## src/hdl/mpbm_pkg.sv

```systemverilog
`default_nettype none
package mpbm_pkg;

  localparam int NODES      = 256;
  localparam int SYMBOLS    = 256;
  localparam int NODE_W     = $clog2(NODES);
  localparam int SYM_W      = $clog2(SYMBOLS);
  localparam int CNT_W      = NODE_W + 1;
  localparam int GOTO_AW    = NODE_W + SYM_W;

  localparam logic [2:0] MODE_INSERT  = 3'd0;
  localparam logic [2:0] MODE_END     = 3'd1;
  localparam logic [2:0] MODE_BUILD   = 3'd2;
  localparam logic [2:0] MODE_SCAN    = 3'd3;
  localparam logic [2:0] MODE_RESTART = 3'd4;

  localparam logic [1:0] ST_OK      = 2'd0;
  localparam logic [1:0] ST_FULL    = 2'd1;
  localparam logic [1:0] ST_IGNORED = 2'd2;

  typedef struct packed {
    logic [2:0]  mode;
    logic [7:0]  symbol;
    logic [11:0] pattern_id;
    logic [7:0]  danger;
  } item_t;

  typedef struct packed {
    logic [1:0]  status;
    logic        match;
    logic [11:0] match_id;
    logic [7:0]  match_danger;
    logic [7:0]  scan_node;
  } result_t;

  typedef enum logic [4:0] {
    OP_NONE,
    OP_CLR,
    OP_INS_RD,
    OP_INS_WR,
    OP_END,
    OP_RESTART,
    OP_SC_RD,
    OP_SC_LOOK,
    OP_SC_OUT,
    OP_BR_RD,
    OP_BR_PR,
    OP_QH,
    OP_QF,
    OP_QU,
    OP_SRD,
    OP_SPR,
    OP_SCP
  } dp_op_e;

  typedef struct packed {
    dp_op_e     op;
    logic       take;
    logic       emit;
    logic [1:0] status;
  } dp_cmd_t;

  typedef struct packed {
    logic clear_done;
    logic built;
    logic overflow;
    logic cursor_root;
    logic full;
    logic rd_zero;
    logic qempty;
    logic sym_last;
    logic copy_need;
  } dp_stat_t;

endpackage
`default_nettype wire

```

## src/hdl/mpbm_ctrl.sv

```systemverilog
`default_nettype none
module mpbm_ctrl (
  input  wire                clk_i,
  input  wire                rst_ni,
  input  wire                start,
  input  wire [2:0]          mode_i,
  input  mpbm_pkg::dp_stat_t stat_i,
  output mpbm_pkg::dp_cmd_t  cmd_o,
  output logic               busy,
  output logic               done_o
);

  typedef enum logic [15:0] {
    S_CLEAR   = 16'h0001,
    S_IDLE    = 16'h0002,
    S_INS_RD  = 16'h0004,
    S_INS_WR  = 16'h0008,
    S_SC_RD   = 16'h0010,
    S_SC_LOOK = 16'h0020,
    S_SC_OUT  = 16'h0040,
    S_BR_RD   = 16'h0080,
    S_BR_PR   = 16'h0100,
    S_QH      = 16'h0200,
    S_QF      = 16'h0400,
    S_QU      = 16'h0800,
    S_SRD     = 16'h1000,
    S_SPR     = 16'h2000,
    S_SCP     = 16'h4000,
    S_SPARE   = 16'h8000
  } state_e;

  state_e state_q, state_d;
  logic   done_q;

  assign busy   = (state_q != S_IDLE);
  assign done_o = done_q;

  always_comb begin
    state_d      = state_q;
    cmd_o.op     = mpbm_pkg::OP_NONE;
    cmd_o.take   = 1'b0;
    cmd_o.emit   = 1'b0;
    cmd_o.status = mpbm_pkg::ST_OK;

    unique case (state_q)
      S_CLEAR: begin
        if (stat_i.clear_done) state_d = S_IDLE;
        else                   cmd_o.op = mpbm_pkg::OP_CLR;
      end
      S_IDLE: begin
        if (start) begin
          cmd_o.take = 1'b1;
          unique case (mode_i)
            mpbm_pkg::MODE_INSERT: begin
              if (stat_i.built) begin
                cmd_o.emit   = 1'b1;
                cmd_o.status = mpbm_pkg::ST_IGNORED;
              end else if (stat_i.overflow) begin
                cmd_o.emit   = 1'b1;
                cmd_o.status = mpbm_pkg::ST_FULL;
              end else begin
                state_d = S_INS_RD;
              end
            end
            mpbm_pkg::MODE_END: begin
              cmd_o.emit = 1'b1;
              if (stat_i.built || (!stat_i.overflow && stat_i.cursor_root)) begin
                cmd_o.status = mpbm_pkg::ST_IGNORED;
              end else if (stat_i.overflow) begin
                cmd_o.status = mpbm_pkg::ST_FULL;
              end else begin
                cmd_o.op = mpbm_pkg::OP_END;
              end
            end
            mpbm_pkg::MODE_BUILD: begin
              if (stat_i.built) begin
                cmd_o.emit   = 1'b1;
                cmd_o.status = mpbm_pkg::ST_IGNORED;
              end else begin
                state_d = S_BR_RD;
              end
            end
            mpbm_pkg::MODE_SCAN: begin
              if (!stat_i.built) begin
                cmd_o.emit   = 1'b1;
                cmd_o.status = mpbm_pkg::ST_IGNORED;
              end else begin
                state_d = S_SC_RD;
              end
            end
            mpbm_pkg::MODE_RESTART: begin
              cmd_o.emit = 1'b1;
              cmd_o.op   = mpbm_pkg::OP_RESTART;
            end
            default: begin
              cmd_o.emit   = 1'b1;
              cmd_o.status = mpbm_pkg::ST_IGNORED;
            end
          endcase
        end
      end
      S_INS_RD: begin
        cmd_o.op = mpbm_pkg::OP_INS_RD;
        state_d  = S_INS_WR;
      end
      S_INS_WR: begin
        cmd_o.op   = mpbm_pkg::OP_INS_WR;
        cmd_o.emit = 1'b1;
        if (stat_i.rd_zero && stat_i.full) cmd_o.status = mpbm_pkg::ST_FULL;
        state_d = S_IDLE;
      end
      S_SC_RD: begin
        cmd_o.op = mpbm_pkg::OP_SC_RD;
        state_d  = S_SC_LOOK;
      end
      S_SC_LOOK: begin
        cmd_o.op = mpbm_pkg::OP_SC_LOOK;
        state_d  = S_SC_OUT;
      end
      S_SC_OUT: begin
        cmd_o.op   = mpbm_pkg::OP_SC_OUT;
        cmd_o.emit = 1'b1;
        state_d    = S_IDLE;
      end
      S_BR_RD: begin
        cmd_o.op = mpbm_pkg::OP_BR_RD;
        state_d  = S_BR_PR;
      end
      S_BR_PR: begin
        cmd_o.op = mpbm_pkg::OP_BR_PR;
        state_d  = stat_i.sym_last ? S_QH : S_BR_RD;
      end
      S_QH: begin
        cmd_o.op = mpbm_pkg::OP_QH;
        if (stat_i.qempty) begin
          cmd_o.emit = 1'b1;
          state_d    = S_IDLE;
        end else begin
          state_d = S_QF;
        end
      end
      S_QF: begin
        cmd_o.op = mpbm_pkg::OP_QF;
        state_d  = S_QU;
      end
      S_QU: begin
        cmd_o.op = mpbm_pkg::OP_QU;
        state_d  = S_SRD;
      end
      S_SRD: begin
        cmd_o.op = mpbm_pkg::OP_SRD;
        state_d  = S_SPR;
      end
      S_SPR: begin
        cmd_o.op = mpbm_pkg::OP_SPR;
        if (stat_i.copy_need)     state_d = S_SCP;
        else if (stat_i.sym_last) state_d = S_QH;
        else                      state_d = S_SRD;
      end
      S_SCP: begin
        cmd_o.op = mpbm_pkg::OP_SCP;
        state_d  = stat_i.sym_last ? S_QH : S_SRD;
      end
      default: begin
        state_d = S_IDLE;
      end
    endcase
  end

  always_ff @(posedge clk_i or negedge rst_ni) begin
    if (!rst_ni) begin
      state_q <= S_CLEAR;
      done_q  <= 1'b0;
    end else begin
      state_q <= state_d;
      done_q  <= cmd_o.emit;
    end
  end

endmodule
`default_nettype wire
```

## config.mk

```make
export PLATFORM = sky130hd
export DESIGN_NAME = mpbm_ctrl
export DESIGN_NICKNAME = d
export VERILOG_FILES = /design/src/hdl/mpbm_pkg.sv /design/src/hdl/mpbm_ctrl.sv
export SDC_FILE = /design/constraint.sdc
export NUM_CORES = 1
export LEC_CHECK = 0
export BUFFER_PORTS_ARGS = -buffer_cell sky130_fd_sc_hd__buf_2
export CAP_MARGIN = 40
export CORE_MARGIN = 1
export CORE_UTILIZATION = 52
export DETAILED_ROUTE_END_ITERATION = 10
export PLACE_DENSITY = 0.83
export SLEW_MARGIN = 20
export SYNTH_ARGS = -nofsm -noshare
export SYNTH_HDL_FRONTEND = slang
export SYNTH_SLANG_ARGS = --single-unit
```

## constraint.sdc

```tcl
create_clock -name clk_i -period 2.5 [get_ports clk_i]
set_input_delay 0.125 -clock clk_i [delete_from_list [all_inputs] [get_ports clk_i]]
set_output_delay 0.125 -clock clk_i [all_outputs]
set_load 0.01 [all_outputs]
```

==> run_results.csv, run 1 <==
group,metric,value,unit
die,ios,26,
synth,synth.avg_cell_area,8.67,µm²
routing,dr.max_layer_used,"met4",
synth,ys_seq_elements,16,
layout,area_growth,31.6,%
pwr,leakagePower,0.681,nW
die,chipHeight,47.3,µm
timing,min_period_over_period,98.5,%
critical_path,crit_fanout,5,
layout,instances_no_fill,189,
timing,fin_crit,2.46,ns
synth,async_flop_share,100,%
flow_run,drv_cap,0,
timing,worst_pin_slew,0.513,ns
routing,wl,2830,µm
placed_design,place_area,1240,µm²
critical_path,crit_required,2.38,ns
layout,design_area,1400,µm²
synth,synth_top_area_share,35.2,%
routing,via_per_inst,6.28,
synth,synth_edf_count,0,
timing,finalSetupViolCount,0,
global_routing,grt_max_degree,17,
timing,relSlewSlack,65.5,%
clocking,numCtsBuffers,3,
layout,antenna_cells,0,
synth,syn_area,1070,µm²
synth,yosysTopAreaCell,"dfrtp_1",
global_routing,antenna_found_initial,0,
routing,wl_met3,239,µm
clocking,clk_pin_slew_worst_paths,0.09,ns
pwr,cellPowerDensity,522,nW/µm²
clocking,cts_num_sinks,16,
critical_path,crit_path_start_kind,"register",
clocking,cts_tree,"done",
synth,synth_ff_type,"dfrtp_1",
timing,maxSlewViolCount,0,
synth,synth_seq_area_share,37.7,%
synth,synth-simple-area-share,41.9,%
global_routing,grt_util_all_layers,27.7,%
die,core,1940,µm²
layout,drive_above_1_share,34.6,%
synth,synth-compound-area-share,11.7,%
synth,yosys-top-cells-area,"dfrtp_1 (35%), nor2_1 (5.3%), and4b_1 (3.8%), nor3_1 (3.8%), nand4_1 (3.5%)",
placed_design,port_buffers,25,
timing,hold_viol_final,0,
layout,num-nets-final,178,
synth,ys_types,39,
die,start_util,54.9,%
clocking,cts-root-buf,"clkbuf_4",
synth,synth.net_count,138,
die,num_rows,16,
critical_path,worst-r2r-setup-slack,0.06,ns
routing,wl_per_cell,15.0,µm
timing,timing.fmax,0.406,GHz
routing,drc,0,
pwr,p_seq_share,39.7,%
routing,wl_met1,1160,µm
synth,ys_warn_count,0,
placed_design,dp_hpwl,2080,µm
critical_path,worstPathArrival,2.34,ns
global_routing,grt_pass1_vias,1053,
placed_design,dp.cells,175,
pwr,power_frac_comb,39.9,%
clocking,cts_max_level,1,
synth,synthAdderAreaFrac,0,%
critical_path,ff2ff_path_depth,8,
critical_path,path_class,"register to primary output",
die,dieArea,2230,µm²
routing,drtPass1Iterations,4,
hold_path,min_path_type,"input port to register",
synth,synth_mux_area_share,0.939,%
synth,synthXorXnorAreaFrac,4.11,%
critical_path,end_kind,"primary output",
pwr,netSwitchingPower,0.261,mW
critical_path,regToRegEndpoint,"state_q[1]",
routing,vias,1186,
pwr,switching_share,35.7,%
synth,synth_top_family_by_area,"simple AND/OR/NAND/NOR gates",
critical_path,endpoint,"cmd_o[6]",
critical_path,rr_startpoint,"state_q[5]",
global_routing,overflow,0,
clocking,insertion_delay,0.30,ns
routing,ant_nets,0,
die,die_w,47.3,µm
synth,synthCells,123,
global_routing,grt_first_pass_wirelength,4270,µm
routing,first_iter_violations,49,
placed_design,gp_congestion,0.921,
pwr,clockPowerShare,20.4,%
timing,tns,0,ns
critical_path,cp-startpoint,"state_q[5]",
timing,finalClockSkew,0.00475,ns
run_status,status,"finished, final reports clean",
pwr,p_int,0.471,mW
clocking,clk_path_buf_depth,2,
routing,wl_met2,1320,µm
pwr,ir_worst_vdd,0.445,mV
[critical path, cell delays in order (launching register included)]
cell	delay, ns
dfrtp_1	0.42
or4_4	0.58
nor4_4	0.31
nand4_1	0.13
buf_4	0.18
o311ai_1	0.23
buf_2	0.18
[cell usage after synthesis, drive strengths merged, types with 2 or more instances]
| library cell | count |
|---|---|
| inv | 5 |
| nand4b | 4 |
| nand3 | 3 |
| nor2 | 15 |
| nand2b | 2 |
| o32ai | 2 |
| o21ai | 2 |
| nor4b | 2 |
| a311oi | 2 |
| dfrtp | 15 |
| a31oi | 2 |
| and2 | 2 |
| nand2 | 5 |
| clkbuf | 4 |
| and3 | 3 |
| nor2b | 5 |
| nor3 | 8 |
| nor3b | 2 |
| or4 | 5 |
| a21oi | 3 |
| nand4 | 6 |
| nor4 | 5 |
| xnor2 | 4 |
| and4b | 4 |
[timing repair]
action	CTS	global route
buffers inserted	4	4
hold endpoints to repair	16	0
pin swaps	3	2
resized for setup	6	9
hold buffers	2	0
setup endpoints to repair	4	7
[cell usage in the layout (no fill, tap or decap), drive strengths merged, types with 5 or more instances in the layout]
cell / synthesis / layout
inv: 5 / 5
nor4: 5 / 5
nor3: 8 / 8
nand2: 5 / 5
or4: 5 / 5
nand4: 6 / 6
dfrtp: 15 / 15
nor2: 15 / 15
nor2b: 5 / 5
buf: 1 / 38
[kinds of logic after synthesis]
logic type	count (synthesis)
AO/OA/AOI/OAI	17
AND/OR/NAND/NOR	74
multiplexers	1
flip-flops	16
buffers and inverters	10
XOR/XNOR	5
[layout make-up]
class	count	area [µm²]
well taps	27	33.8
clock buffers	4	26.3
fillers	137	539
repair buffers	40	246
flip-flops and latches	16	404
inverters	5	18.8
multi-input cells	97	673
[registers in the layout, summed over array words and instances, names as in the netlist]
| signal | cells |
|---|---|
| done_o | 1 |
| state_q | 15 |
[how the worst min path moves through the flow]
| stage | startpoint | to | cells past startpoint |
|---|---|---|---|
| floorplan | rst_ni | done_o | 0 |
| global placement | rst_ni | state_q[13] | 1 |
| detailed placement | rst_ni | state_q[12] | 1 |
| CTS | mode_i[2] | state_q[4] | 2 |
| global route | stat_i[0] | state_q[14] | 2 |
| finish | stat_i[0] | state_q[14] | 2 |
[per-stage QoR]
step / worst slack [ns] / hold WS, ns / util (%) / power, mW
floorplan: 0.214 / -0.171 / - / 0.434
finish: 0.0378 / 0.0481 / 72.2 / 0.732
detailed placement: 0.0531 / 0.0572 / 64.0 / 0.532
CTS: 0.0000726 / 0.0503 / 69.4 / 0.703
global placement: 0.124 / 0.0503 / 64.0 / 0.532
global route: -0.0129 / 0.0582 / 72.2 / 0.768
[metal layers]
| metal | GRT usage, % | vias to the layer above |
|---|---|---|
| li1 | - | 550 |
| met1 | 32.7 | 546 |
| met2 | 47.4 | 75 |
| met3 | 5.00 | 15 |
| met4 | 14.9 | 0 |
| met5 | 0 | - |
[power groups by stage]
stage | Combinational, mW | Sequential (mW) | Clock (mW)
floorplan | 0.141 | 0.293 | 0
global placement | 0.239 | 0.293 | 0
detailed placement | 0.238 | 0.293 | 0
CTS | 0.267 | 0.288 | 0.148
global route | 0.318 | 0.293 | 0.158
finish | 0.292 | 0.290 | 0.149
(Power assumes the default switching activity.)
==> run 2, diff against run 1 <==
SETUP_SLACK_MARGIN = 0.2   (was default)
==> run 2 against run 1 <==
Compared with the run above:
- die area unchanged
- global-route usage increased by 5.5 points
- register-to-register slack got worse by 0.02 ns
- hold slack improved by 0.0052 ns
- critical endpoint is now cmd_o[4]
- largest power group unchanged
- highest routed layer unchanged
==> run_results.csv, run 2 (same netlist as run 1, synthesis figures left out) <==
group,metric,value,unit
run_status,status,"finished, final reports clean",
placed_design,dp_hpwl,2080,µm
global_routing,grt_pass1_vias,1202,
critical_path,end_kind,"primary output",
die,chipHeight,47.3,µm
timing,rsz0062_at_grt,"true",
layout,drive_above_1_share,42.4,%
die,core,1940,µm²
routing,vias,1305,
routing,drtPass1Iterations,5,
layout,antenna_cells,0,
global_routing,grt_first_pass_wirelength,5060,µm
placed_design,dp.cells,175,
routing,ant_nets,0,
critical_path,crit_required,2.38,ns
die,dieArea,2230,µm²
layout,num-nets-final,186,
pwr,leakagePower,0.732,nW
critical_path,crit_fanout,6,
die,start_util,54.9,%
critical_path,crit_path_start_kind,"register",
pwr,p_int,0.509,mW
timing,relSlewSlack,56.6,%
global_routing,grt_max_degree,17,
die,ios,26,
hold_path,min_path_type,"input port to register",
pwr,ir_worst_vdd,0.447,mV
layout,layout_common_cells,"buf_2 (23), buf_4 (21), nor2_1 (14)",
layout,area_growth,44.0,%
die,die_w,47.3,µm
critical_path,worstPathArrival,2.37,ns
clocking,clk_path_buf_depth,2,
clocking,cts_num_sinks,16,
timing,tns,0,ns
critical_path,path_class,"register to primary output",
layout,instances_no_fill,197,
routing,via_per_inst,6.62,
global_routing,antenna_found_initial,0,
layout,multi_input_area,737,µm²
timing,finalClockSkew,0.00653,ns
layout,regArea,404,µm²
layout,largest_reg_flops,15,
clocking,insertion_delay,0.29,ns
global_routing,grt_util_all_layers,33.2,%
global_routing,overflow,0,
placed_design,port_buffers,25,
timing,min_period_over_period,99.7,%
timing,fin_hold_ws,0.0533,ns
clocking,numCtsBuffers,3,
timing,hold_viol_final,0,
pwr,p_seq_share,36.5,%
flow_run,drv_cap,0,
placed_design,gp_congestion,0.921,
routing,first_iter_violations,72,
layout,largest-register,"state_q",
pwr,cellPowerDensity,521,nW/µm²
pwr,power_frac_comb,45.5,%
layout,final_common_cell,"buf_2",
timing,timing.fmax,0.401,GHz
routing,drc,0,
pwr,netSwitchingPower,0.292,mW
clocking,cts_tree,"done",
clocking,cts-root-buf,"clkbuf_4",
clocking,cts_max_level,1,
timing,maxSlewViolCount,0,
clocking,clk_pin_slew_worst_paths,0.09,ns
pwr,switching_share,36.5,%
timing,fin_crit,2.49,ns
layout,fillerInstances,116,
routing,wl_per_cell,17.7,µm
routing,wl,3480,µm
timing,worst_pin_slew,0.646,ns
timing,finalSetupViolCount,0,
die,num_rows,16,
pwr,clockPowerShare,18.0,%
[run 2: critical path: stages, from the launching register on]
cell     delay (ns)
dfrtp_1        0.46
nor4_1         0.61
nand4_1        0.24
nor3b_1        0.40
a31oi_1        0.10
nand4_1        0.12
buf_2          0.15
[run 2: layer usage]
layer | part of all wire [%] | routed length [µm] | track usage [%] | up-vias
li1 | - | - | - | 569
met1 | 37 | 1290 | 38.8 | 593
met2 | 45 | 1590 | 51.2 | 105
met3 | 9.2 | 322 | 6.92 | 38
met4 | 8.2 | 286 | 28.6 | 0
met5 | 0 | 0 | 0 | -
[run 2: worst paths after layout]
check                           start          end  slack, ns  depth (start not counted)
setup reg to reg           state_q[4]   state_q[1]       0.04                          8
hold / removal              stat_i[0]  state_q[14]       0.05                          2
hold reg to reg            state_q[5]   state_q[5]       0.61                          2
min in group asynchronous      rst_ni  state_q[13]       0.27                          2
setup / recovery           state_q[3]     cmd_o[4]      0.006                          6
max in group asynchronous      rst_ni   state_q[0]       1.91                          2
[run 2: final cells by class]
type	count	area share, %
Clock buffer	4	1.71
Inverter	5	1.22
Multi-Input combinational cell	97	48.0
Sequential cell	16	26.3
Tap cell	27	2.20
Timing Repair Buffer	48	20.5
[run 2: repair_timing]
action | CTS | global route
hold buffers | 2 | 0
pin swaps | 13 | 4
resized for setup | 17 | 10
endpoints found under the hold margin | 16 | 0
endpoints found under the setup margin | 9 | 12
buffers inserted | 15 | 1
[run 2: through the flow]
step | area, µm² | worst slack [ns] | power [mW] | utilization (%)
CTS | 1480 | 0.0560 | 0.748 | 76.0
floorplan | 1070 | 0.214 | 0.434 | -
finish | 1540 | 0.00644 | 0.800 | 79.1
global route | 1540 | -0.129 | 0.838 | 79.1
detailed placement | 1240 | 0.0531 | 0.532 | 64.0
global placement | 1240 | 0.124 | 0.532 | 64.0
[run 2: power groups by stage]
stage                     registers (mW)  clock network [mW]  logic, mW
after floorplan                    0.293                   0      0.141
final                              0.292               0.144      0.365
after CTS                          0.290               0.148      0.310
after global routing               0.294               0.158      0.385
after detailed placement           0.293                   0      0.238
after global placement             0.293                   0      0.239
